==> config.mk <==
export PLATFORM = sky130hd
export DESIGN_NAME = key_escape_sequence_decoder
export DESIGN_NICKNAME = d
export VERILOG_FILES = /design/src/sv/kesd_pkg.sv /design/src/sv/kesd_parser.sv /design/src/sv/key_escape_sequence_decoder.sv
export SDC_FILE = /design/constraint.sdc
export NUM_CORES = 1
export LEC_CHECK = 0
export BUFFER_PORTS_ARGS = -buffer_cell sky130_fd_sc_hd__buf_2
export CAP_MARGIN = 20
export CORE_MARGIN = 5
export CORE_UTILIZATION = 55
export DETAILED_ROUTE_END_ITERATION = 10
export HOLD_SLACK_MARGIN = 0.08
export PLACE_DENSITY = 0.73
export SYNTH_ARGS = -nofsm -noshare
export SYNTH_HDL_FRONTEND = slang
export SYNTH_SLANG_ARGS = --single-unit
==> constraint.sdc <==
create_clock -name clk -period 3.2 [get_ports clk]
set_input_delay 0.64 -clock clk [delete_from_list [all_inputs] [get_ports clk]]
set_output_delay 0.64 -clock clk [all_outputs]
set_load 0.02 [all_outputs]
==> src/sv/kesd_pkg.sv <==
// Shared types and byte constants for the key escape sequence decoder.
`timescale 1ns / 1ps

package kesd_pkg;

    typedef enum logic [3:0] {
        ACT_NONE        = 4'd0,
        ACT_RIGHT       = 4'd1,
        ACT_LEFT        = 4'd2,
        ACT_UP          = 4'd3,
        ACT_DOWN        = 4'd4,
        ACT_SHIFT_LEFT  = 4'd5,
        ACT_ENTER       = 4'd6,
        ACT_SHIFT_RIGHT = 4'd7,
        ACT_TYPED       = 4'd8,
        ACT_QUIT        = 4'd9
    } cmd_t;

    localparam logic [7:0] KEY_BS      = 8'd8;
    localparam logic [7:0] KEY_LF      = 8'd10;
    localparam logic [7:0] KEY_CR      = 8'd13;
    localparam logic [7:0] KEY_ESC     = 8'd27;
    localparam logic [7:0] KEY_SPACE   = 8'd32;
    localparam logic [7:0] KEY_DIGIT_0 = 8'd48;
    localparam logic [7:0] KEY_DIGIT_1 = 8'd49;
    localparam logic [7:0] KEY_DIGIT_2 = 8'd50;
    localparam logic [7:0] KEY_DIGIT_5 = 8'd53;
    localparam logic [7:0] KEY_DIGIT_9 = 8'd57;
    localparam logic [7:0] KEY_UPPER_A = 8'd65;
    localparam logic [7:0] KEY_UPPER_B = 8'd66;
    localparam logic [7:0] KEY_UPPER_C = 8'd67;
    localparam logic [7:0] KEY_UPPER_D = 8'd68;
    localparam logic [7:0] KEY_UPPER_Z = 8'd90;
    localparam logic [7:0] KEY_LBRACKET = 8'd91;
    localparam logic [7:0] KEY_BACKQUOTE = 8'd96;
    localparam logic [7:0] KEY_LOWER_A = 8'd97;
    localparam logic [7:0] KEY_LOWER_Z = 8'd122;
    localparam logic [7:0] KEY_TILDE   = 8'd126;
    localparam logic [7:0] KEY_DEL     = 8'd127;

    // Per-transaction action handed from the parser to the line buffer.
    typedef struct packed {
        cmd_t cmd;
        logic append;
        logic erase;
        logic clear;
    } step_t;

endpackage

==> src/sv/kesd_parser.sv <==
// Escape sequence parser: holds the parser state and classifies each key byte.
`timescale 1ns / 1ps

module kesd_parser
    import kesd_pkg::*;
(
    input  logic       clk,
    input  logic       rst_n,
    input  logic       accept,
    input  logic       mode,
    input  logic [7:0] key_byte,
    output step_t      step
);

    typedef enum logic [1:0] {
        PS_IDLE  = 2'd0,
        PS_ESC   = 2'd1,
        PS_CSI   = 2'd2,
        PS_TILDE = 2'd3
    } parse_state_t;

    parse_state_t state_reg;
    parse_state_t state_next;
    logic         plain_en;
    logic         is_text;
    cmd_t         seq_cmd;

    always_comb
    begin
        is_text = ((key_byte >= KEY_UPPER_A) && (key_byte <= KEY_UPPER_Z))
               || ((key_byte >= KEY_LOWER_A) && (key_byte <= KEY_LOWER_Z))
               || ((key_byte >= KEY_DIGIT_0) && (key_byte <= KEY_DIGIT_9))
               || (key_byte == KEY_SPACE);
    end

    always_comb
    begin
        state_next = state_reg;
        plain_en   = 1'b0;
        seq_cmd    = ACT_NONE;
        if (mode)
        begin
            state_next = state_reg;
        end
        else if (key_byte == KEY_BACKQUOTE)
        begin
            seq_cmd = ACT_QUIT;
        end
        else
        begin
            case (state_reg)
                PS_IDLE:
                begin
                    if (key_byte == KEY_ESC)
                        state_next = PS_ESC;
                    else
                        plain_en = 1'b1;
                end
                PS_ESC:
                begin
                    if (key_byte == KEY_LBRACKET)
                    begin
                        state_next = PS_CSI;
                    end
                    else
                    begin
                        state_next = PS_IDLE;
                        plain_en   = 1'b1;
                    end
                end
                PS_CSI:
                begin
                    state_next = PS_IDLE;
                    if (key_byte == KEY_UPPER_A)
                        seq_cmd = ACT_UP;
                    else if (key_byte == KEY_UPPER_B)
                        seq_cmd = ACT_DOWN;
                    else if (key_byte == KEY_UPPER_C)
                        seq_cmd = ACT_RIGHT;
                    else if (key_byte == KEY_UPPER_D)
                        seq_cmd = ACT_LEFT;
                    else if (key_byte == KEY_DIGIT_1)
                    begin
                        seq_cmd    = ACT_ENTER;
                        state_next = PS_TILDE;
                    end
                    else if (key_byte == KEY_DIGIT_2)
                    begin
                        seq_cmd    = ACT_SHIFT_LEFT;
                        state_next = PS_TILDE;
                    end
                    else if (key_byte == KEY_DIGIT_5)
                    begin
                        seq_cmd    = ACT_SHIFT_RIGHT;
                        state_next = PS_TILDE;
                    end
                    else
                        plain_en = 1'b1;
                end
                PS_TILDE:
                begin
                    state_next = PS_IDLE;
                    plain_en   = (key_byte != KEY_TILDE);
                end
                default:
                begin
                    state_next = PS_IDLE;
                end
            endcase
        end
    end

    always_comb
    begin
        step.clear  = mode;
        step.erase  = plain_en && ((key_byte == KEY_BS) || (key_byte == KEY_DEL));
        step.append = plain_en && is_text;
        if (plain_en && ((key_byte == KEY_LF) || (key_byte == KEY_CR)))
            step.cmd = ACT_TYPED;
        else
            step.cmd = seq_cmd;
    end

    always_ff @(posedge clk or negedge rst_n)
    begin
        if (!rst_n)
            state_reg <= PS_IDLE;
        else if (accept)
            state_reg <= state_next;
    end

endmodule

==> src/sv/key_escape_sequence_decoder.sv <==
// Top level of the key escape sequence decoder with its typed-line buffer.
//
// Usage:
//   Input channel (in_valid/in_ready) carries mode, key_byte and read_index.
//   Output channel (out_valid/out_ready) returns one transaction per input:
//   command, line_length and read_char (line character at read_index after
//   the step, 0 when read_index is not below line_length).
//   Throughput: one transaction per cycle while the receiver keeps up.
//   Pipeline: an accepted input is held in the pipeline stage and then in the
//   output register, which drives out_valid; the line memory has a registered
//   read port, which adds the pipeline stage ahead of the output register.
//   Reset: parser goes idle, the line is empty, both stages are empty.
//   The line memory is not cleared; unused positions are never reported.
//   Stall: when out_ready is low the output register holds its transaction
//   and the pipeline stage can still take one more input; after that
//   in_ready drops until the output drains.
`timescale 1ns / 1ps

module key_escape_sequence_decoder
    import kesd_pkg::*;
#(
    parameter int LINE_CAPACITY = 32
)
(
    input  logic                                 clk,
    input  logic                                 rst_n,
    input  logic                                 in_valid,
    output logic                                 in_ready,
    input  logic                                 mode,
    input  logic [7:0]                           key_byte,
    input  logic [4:0]                           read_index,
    output logic                                 out_valid,
    input  logic                                 out_ready,
    output logic [3:0]                           command,
    output logic [$clog2(LINE_CAPACITY + 1)-1:0] line_length,
    output logic [7:0]                           read_char
);

    localparam int COUNT_W = $clog2(LINE_CAPACITY + 1);
    localparam int ADDR_W  = (LINE_CAPACITY > 1) ? $clog2(LINE_CAPACITY) : 1;
    localparam int CMP_W   = ((COUNT_W > 5) ? COUNT_W : 5) + 1;
    localparam logic [COUNT_W-1:0] CAP = COUNT_W'(LINE_CAPACITY);

    step_t              step;
    logic               in_accept;
    logic               o_free;
    logic               p_move;
    logic               mem_we;
    logic [ADDR_W-1:0]  wr_addr;
    logic [ADDR_W-1:0]  rd_addr;
    logic [CMP_W-1:0]   idx_ext;
    logic [COUNT_W-1:0] count_next;

    logic [COUNT_W-1:0] count_reg;
    logic               p_valid_reg;
    cmd_t               p_cmd_reg;
    logic [COUNT_W-1:0] p_len_reg;
    logic               p_hit_reg;
    logic               p_byp_reg;
    logic [7:0]         p_byte_reg;
    logic [7:0]         rdata_reg;
    logic               out_valid_reg;
    logic [3:0]         command_reg;
    logic [COUNT_W-1:0] line_length_reg;
    logic [7:0]         read_char_reg;

    logic [7:0] line_mem [LINE_CAPACITY];

    kesd_parser u_parser (
        .clk      (clk),
        .rst_n    (rst_n),
        .accept   (in_accept),
        .mode     (mode),
        .key_byte (key_byte),
        .step     (step)
    );

    assign o_free    = !out_valid_reg || out_ready;
    assign p_move    = p_valid_reg && o_free;
    assign in_ready  = !p_valid_reg || o_free;
    assign in_accept = in_valid && in_ready;

    assign idx_ext = CMP_W'(read_index);
    assign rd_addr = idx_ext[ADDR_W-1:0];
    assign wr_addr = count_reg[ADDR_W-1:0];
    assign mem_we  = in_accept && step.append && (count_reg < CAP);

    always_comb
    begin
        count_next = count_reg;
        if (step.clear)
            count_next = '0;
        else if (step.append && (count_reg < CAP))
            count_next = count_reg + COUNT_W'(1);
        else if (step.erase && (count_reg != '0))
            count_next = count_reg - COUNT_W'(1);
    end

    always_ff @(posedge clk)
    begin
        if (mem_we)
            line_mem[wr_addr] <= key_byte;
    end

    always_ff @(posedge clk)
    begin
        if (in_accept)
            rdata_reg <= line_mem[rd_addr];
    end

    always_ff @(posedge clk or negedge rst_n)
    begin
        if (!rst_n)
        begin
            count_reg     <= '0;
            p_valid_reg   <= 1'b0;
            out_valid_reg <= 1'b0;
        end
        else
        begin
            if (in_accept)
                count_reg <= count_next;

            if (in_accept)
                p_valid_reg <= 1'b1;
            else if (p_move)
                p_valid_reg <= 1'b0;

            if (p_move)
                out_valid_reg <= 1'b1;
            else if (out_ready)
                out_valid_reg <= 1'b0;
        end
    end

    // Stage payload: capture the step result and the same-cycle write bypass.
    always_ff @(posedge clk)
    begin
        if (in_accept)
        begin
            p_cmd_reg  <= step.cmd;
            p_len_reg  <= count_next;
            p_hit_reg  <= (idx_ext < CMP_W'(count_next));
            p_byp_reg  <= mem_we && (wr_addr == rd_addr);
            p_byte_reg <= key_byte;
        end
    end

    always_ff @(posedge clk)
    begin
        if (p_move)
        begin
            command_reg     <= p_cmd_reg;
            line_length_reg <= p_len_reg;
            if (!p_hit_reg)
                read_char_reg <= 8'd0;
            else if (p_byp_reg)
                read_char_reg <= p_byte_reg;
            else
                read_char_reg <= rdata_reg;
        end
    end

    assign out_valid   = out_valid_reg;
    assign command     = command_reg;
    assign line_length = line_length_reg;
    assign read_char   = read_char_reg;

endmodule

Word-level counts from Yosys, hierarchy flattened

Memory sizes are Yosys's and may differ from the RTL's. A register that Yosys moved wholly into a read port is not among the register bits.
Index checks and enable logic that the tools add are counted.

$add $sub $neg: 2
$lt $le $gt $ge: 8
Equal/unequal tests: 21
Multiplexer cells: 42
Bitwise gates (word level): 3
Reductions and logical operators: 30

Operator list:

| cell                                                                                | count |
|---|---|
| 8-bit by 7-bit equality test with 1-bit output, second input constant               | 7 |
| 4-bit two-way mux                                                                   | 9 |
| 8-bit by 6-bit equality test with 1-bit output, second input constant               | 4 |
| 8-bit by 4-bit equality test with 1-bit output, second input constant               | 3 |
| 2-bit two-way mux                                                                   | 9 |
| 6-bit two-way mux                                                                   | 3 |
| 1-bit two-way mux                                                                   | 17 |
| 8-bit by 7-bit greater-or-equal comparator with 1-bit output, second input constant | 2 |
| 8-bit by 7-bit less-or-equal comparator with 1-bit output, second input constant    | 2 |
| 1-bit logical AND                                                                   | 13 |
| 8-bit by 5-bit equality test with 1-bit output, second input constant               | 1 |
| 8-bit by 6-bit greater-or-equal comparator with 1-bit output, second input constant | 1 |
| 8-bit by 6-bit less-or-equal comparator with 1-bit output, second input constant    | 1 |
| 8-bit two-way mux                                                                   | 1 |
| 8-bit by 7-bit inequality test with 1-bit output, second input constant             | 1 |
| 2-bit case mux with 4 select lines                                                  | 1 |
| 1-bit logical OR                                                                    | 7 |
| 6-bit by 1-bit adder with 6-bit output, second input constant                       | 1 |
| 5-bit by 6-bit < comparator with 1-bit output                                       | 1 |
| 6-bit < comparator, second input constant                                           | 1 |
| 6-bit nonzero test                                                                  | 1 |
| 6-bit by 1-bit subtractor with 6-bit output, second input constant                  | 1 |
| 5-bit equality test                                                                 | 1 |
| 5-bit OR reduction                                                                  | 1 |
| 12 further kinds                                                                    | 17 |

Register bits after elaboration: 48
RAM bits: 256
Input bits: 18
Output and inout bits: 20
Word-level logic and storage cells: 122
Memories: 1

Memory list:

| name     | words | bits a word | rd ports | clocked after memory_dff | wr ports | RTL line                          | source |
|---|---|---|---|---|---|---|---|
| line_mem | 32    | 8           | 1        | 1                        | 1        | key_escape_sequence_decoder.sv:67 | `logic [7:0] line_mem [LINE_CAPACITY];` |

Longest topological paths before layout

Depth in word-level cells: 17
Depth in mapped cells: 15
Mapped depth without buffers: 14

By module

From an unflattened synthesis, not the netlist that was laid out.

Cell total of the unflattened synthesis: 708
Area, all modules: 12889.9 um^2

By module, submodules not included:

| module                      | times used | cells each | area each (um^2) | seq. area each (um^2) |
|---|---|---|---|---|
| key_escape_sequence_decoder | 1          | 620        | 12260.5          | 9268.9 |
| kesd_parser                 | 1          | 88         | 629.4            | 50.0 |

Worst setup path before layout

OpenSTA, ideal clock, no wires.

Path type: input to register
Start: input key_byte[3]
End: register p_hit_reg, data pin
Arrival time: 3.531 ns
Required time: 2.916 ns
Slack: -0.614 ns
Stages: 13
Cells stage by stage: buf_4 > or4b_1 > or3b_1 > a211oi_2 > and2_1 > or3b_4 > a21oi_1 > o21ai_0 > ha_1 > a211o_1 > nor2_1 > a2111oi_0 > o41ai_1

Longest elaborated chain between the ends: 17

Ends and longest elaborated chain:

| what                                            | RTL line                           | source |
|---|---|---|
| from (decl)                                     | key_escape_sequence_decoder.sv:30  | `input logic [7:0] key_byte,` |
| 8-bit by 6-bit equality test with 1-bit output  | kesd_parser.sv:92                  | `else if (key_byte == KEY_DIGIT_5)` |
| 1-bit two-way mux                               | kesd_parser.sv:92                  |  |
| 1-bit two-way mux                               | kesd_parser.sv:87                  | `else if (key_byte == KEY_DIGIT_2)` |
| 1-bit two-way mux                               | kesd_parser.sv:82                  | `else if (key_byte == KEY_DIGIT_1)` |
| 1-bit two-way mux                               | kesd_parser.sv:80                  | `else if (key_byte == KEY_UPPER_D)` |
| 1-bit two-way mux                               | kesd_parser.sv:78                  | `else if (key_byte == KEY_UPPER_C)` |
| 1-bit two-way mux                               | kesd_parser.sv:76                  | `else if (key_byte == KEY_UPPER_B)` |
| 1-bit two-way mux                               | kesd_parser.sv:74                  | `if (key_byte == KEY_UPPER_A)` |
| 1-bit case mux with 4 select lines              | kesd_parser.sv:51                  | `case (state_reg)` |
| 1-bit two-way mux                               | kesd_parser.sv:45                  | `else if (key_byte == KEY_BACKQUOTE)` |
| 1-bit two-way mux                               | kesd_parser.sv:41                  | `if (mode)` |
| 1-bit logical AND                               | kesd_parser.sv:116                 | `step.erase = plain_en && ((key_byte == KEY_BS) \|\| (key_byte == KEY_DEL));` |
| 1-bit logical AND                               | key_escape_sequence_decoder.sv:95  | `else if (step.erase && (count_reg != '0))` |
| 6-bit two-way mux                               | key_escape_sequence_decoder.sv:95  |  |
| 6-bit two-way mux *                             | key_escape_sequence_decoder.sv:93  | `else if (step.append && (count_reg < CAP))` |
| 6-bit two-way mux *                             | key_escape_sequence_decoder.sv:91  | `if (step.clear)` |
| 5-bit by 6-bit < comparator with 1-bit output * | key_escape_sequence_decoder.sv:143 | `p_hit_reg <= (idx_ext < CMP_W'(count_next));` |
| to (signal assigned)                            | key_escape_sequence_decoder.sv:143 |  |
| to (decl)                                       | key_escape_sequence_decoder.sv:58  | `logic p_hit_reg;` |

Every way passes the cells marked *; elsewhere a longest branch is shown, timed or not.
A chain may end at the register's enable or synchronous reset.

Worst setup path after layout

Start: input key_byte[5]
End: register p_hit_reg, data pin

Same word-level chain as after synthesis.

==> results.py <==
metrics = {
    "detailed_routing": {
        "wl_per_cell_um": 25.8,
        "wl_um": 28800,
        "vias": 6882,
        "first_iter_violations": 707,
        "drt-pass1-iter-count": 6,
        "via_per_inst": 6.17,
        "ant_nets": 0,
        "drc": 0,
    },
    "timing": {
        "setup_viol": 1,
        "period_share_pct": 106,
        "min_period_ns": 3.38,
        "skew_ns": 0.0110,
        "tns_ns": -0.181,
        "rsz0062_at_grt": "true",
        "worst_slack_ns": -0.181,
        "max_freq_mhz": 296,
        "hold_viol_final": 0,
        "slew_headroom_pct": 51.9,
        "worst_slew_pin_slew_ns": 0.722,
        "slew_violations": 0,
    },
    "critical_path": {
        "reg2reg_from": "count_reg[4]$_DFFE_PN0P_",
        "required_ns": 3.49,
        "cp_max_fo": 4,
        "critPathCaptureType": "flop",
        "r2r_cells": 15,
        "timing.rr.end": "p_hit_reg$_DFFE_PP_",
        "crit_type": "input pin to flop",
        "crit_path_start_kind": "input pin",
        "worstPathArrival_ns": 3.67,
        "r2r_setup_slack_ns": 0,
    },
    "floorplan": {
        "io_pins": 38,
        "start_util_pct": 56.1,
        "fp.coreArea_um2": 22700,
        "die_h_um": 162,
        "die_area_um2": 26300,
        "rows": 55,
        "die_x_um": 162,
    },
    "power": {
        "ir_drop_mv": 0.649,
        "finalPower_mw": 9.42,
        "p_per_area_nw_per_um2": 618,
        "p_leak_nw": 5.18,
    },
    "cts": {
        "clk_pin_slew_ns": 0.06,
        "htreeDepth": 1,
        "clock_path_buffers": 3,
        "cts_sinks": 312,
        "clk_latency_ns": 0.56,
        "cts_tree": "yes",
        "cts-root-buf": "clkbuf_16",
        "numCtsBuffers": 30,
    },
    "min_path": {
        "hold_path.class": "input pin to flop",
        "min_to": "p_valid_reg$_DFFE_PN0P_",
        "min_path_cells": 2,
        "min_from": "in_valid",
    },
    "finish": {
        "top_register": "line_mem",
        "area_delta_synth_final_pct": 19.5,
        "drive_above_1_share_pct": 37.5,
        "antennaDiodeCount": 0,
        "layoutNonFillerInstCount": 1116,
        "largest_reg_flops": 256,
        "final_nets": 834,
        "fillerInstances": 1485,
    },
    "placed_design": {
        "dpl.hpwl_um": 18900,
        "dp_slack_ns": -1.03,
        "port-buffer-count": 37,
        "place_congestion": 0.921,
        "dp.cells": 1056,
    },
    "yosys": {
        "synth_ff_type": "edfxtp_1",
        "syn_nets": 683,
        "avgSynthCellArea_um2": 19.4,
        "ys_warn_count": 0,
        "synth-seq-cells": 312,
        "ys_seq_area_share_pct": 73.1,
        "synth_async_sr_flop_share_pct": 3.21,
        "synth_edf_count": 302,
        "synth_area_um2": 12700,
        "synthCells": 656,
        "synth_cell_types": 63,
    },
    "grt": {
        "grt_pass1_wl_um": 43600,
        "globalRoute.totalOverflow": 0,
        "track_usage_pct": 22.1,
        "antenna_found_initial": 3,
        "grt_start_max_net_pins": 45,
        "grt_pass1_vias": 7104,
    },
    "flow_run": {
        "maxCapViolCount": 0,
    },
    "run_status": {
        "violations": "setup timing",
        "status": "finished, violations left",
    },
}
==> Yosys cell counts, types with 3 or more instances <==
master      n  share of area [%]
buf_1      11               0.32
nand2b_1    8               0.39
nor2_1     47                1.4
dfrtp_1    10                2.0
a31oi_1     3               0.15
edfxtp_1  302                 71
nand3_1    11               0.43
mux2_2      8               0.71
ha_1        9               0.88
mux4_2     80                 14
mux2i_1     8               0.63
nor4_1      3               0.15
clkbuf_1   24               0.71
or3_1       3               0.15
a21oi_1    12               0.47
nor3_1      6               0.24
or3b_2      3               0.21
nand2_1    14               0.41
nand4_1     3               0.15
nand3b_1    4               0.24
xor2_1      4               0.27
o21ai_0     6               0.24
inv_1       5               0.15
nor2b_1    12               0.59
xnor2_1     5               0.34
and3_1      5               0.25
and2_1      3               0.15
==> repair_timing <==
action | CTS | global route
pin swaps | 4 | 1
hold buffers | 1 | 0
setup buffers | 3 | 0
hold endpoints to repair | 10 | 0
gates resized for setup | 19 | 10
setup endpoints to repair | 1 | 6
==> worst max-delay path by stage <==
stage | startpoint | end | slack, ns
finish | key_byte[5] | p_hit_reg$_DFFE_PP_ | -0.18
detailed placement | key_byte[7] | p_hit_reg$_DFFE_PP_ | -1.03
global route | key_byte[5] | p_hit_reg$_DFFE_PP_ | -0.28
CTS | key_byte[5] | p_hit_reg$_DFFE_PP_ | -0.14
floorplan | key_byte[3] | p_hit_reg$_DFFE_PP_ | -0.61
global placement | key_byte[5] | p_hit_reg$_DFFE_PP_ | -0.87
==> report_power, final <==
group | internal, mW | switching (mW) | total [mW]
Sequential | 4.60 | 0.0435 | 4.65
Clock | 2.12 | 1.49 | 3.61
Combinational | 0.490 | 0.677 | 1.17
==> critical path, stage by stage <==
cell       delay (ns)
buf_6            0.10
or4b_4           0.53
or3b_4           0.42
a211oi_4         0.26
and2_4           0.19
or3b_4           0.40
a21oi_2          0.16
o21ai_1          0.07
ha_1             0.32
a211o_1          0.17
nor2_2           0.06
a2111oi_4        0.21
o41ai_2          0.12
==> placed cells by master, fill, tap and decap left out, types with 5 or more instances in the layout <==
| cell | n |
|---|---|
| edfxtp_1 | 302 |
| clkbuf_16 | 30 |
| nand2_1 | 14 |
| and3_1 | 5 |
| mux2_2 | 8 |
| nor2b_1 | 12 |
| mux4_2 | 80 |
| nand3_1 | 10 |
| clkinv_1 | 9 |
| mux2i_1 | 8 |
| buf_4 | 115 |
| ha_1 | 9 |
| nor3_1 | 6 |
| nor2_1 | 46 |
| nand2b_1 | 8 |
| a21oi_1 | 11 |
| buf_2 | 33 |
| dfrtp_1 | 10 |
| o21ai_0 | 5 |
| clkinv_2 | 5 |
| inv_1 | 5 |
| bufinv_16 | 5 |
==> cell type report <==
class / instances / area (µm²) / area share, %
Sequential cell: 312 / 9320 / 61.2
Timing Repair Buffer: 155 / 1130 / 7.40
Multi-Input combinational cell: 302 / 3390 / 22.2
Clock buffer: 32 / 758 / 4.98
Clock inverter: 24 / 263 / 1.72
Inverter: 6 / 22.5 / 0.148
Tap cell: 285 / 357 / 2.34
==> cells by family (layout without fill, tap and decap cells) <==
logic type | count (synthesis) | in the layout | share of synthesized area [%]
XOR/XNOR | 9 | 9 | 0.618
AO/OA/AOI/OAI | 53 | 53 | 3.01
flip-flops | 312 | 312 | 73.1
multiplexers | 96 | 96 | 15.5
adder cells (fa/ha/maj) | 9 | 9 | 0.883
AND/OR/NAND/NOR | 135 | 135 | 5.63
buffers and inverters | 42 | 217 | 1.27
==> metrics by stage <==
step                      hold WS, ns  cell area, µm²  util, %
after floorplan                 0.344           12700        -
after global placement          0.405           14000     61.8
after detailed placement        0.405           14000     61.8
after CTS                       0.288           15200     66.8
after global routing            0.293           15200     67.1
final                           0.309           15200     67.1
==> routing by layer <==
layer / track usage, % / wire length [µm] / part of all wire (%)
met5: 0 / 25 / 0.087
met1: 31.2 / 11500 / 40
met4: 5.38 / 682 / 2.4
met2: 37.0 / 14600 / 51
met3: 3.45 / 1980 / 6.9
No activity file was read; power rests on OpenSTA's default activity.
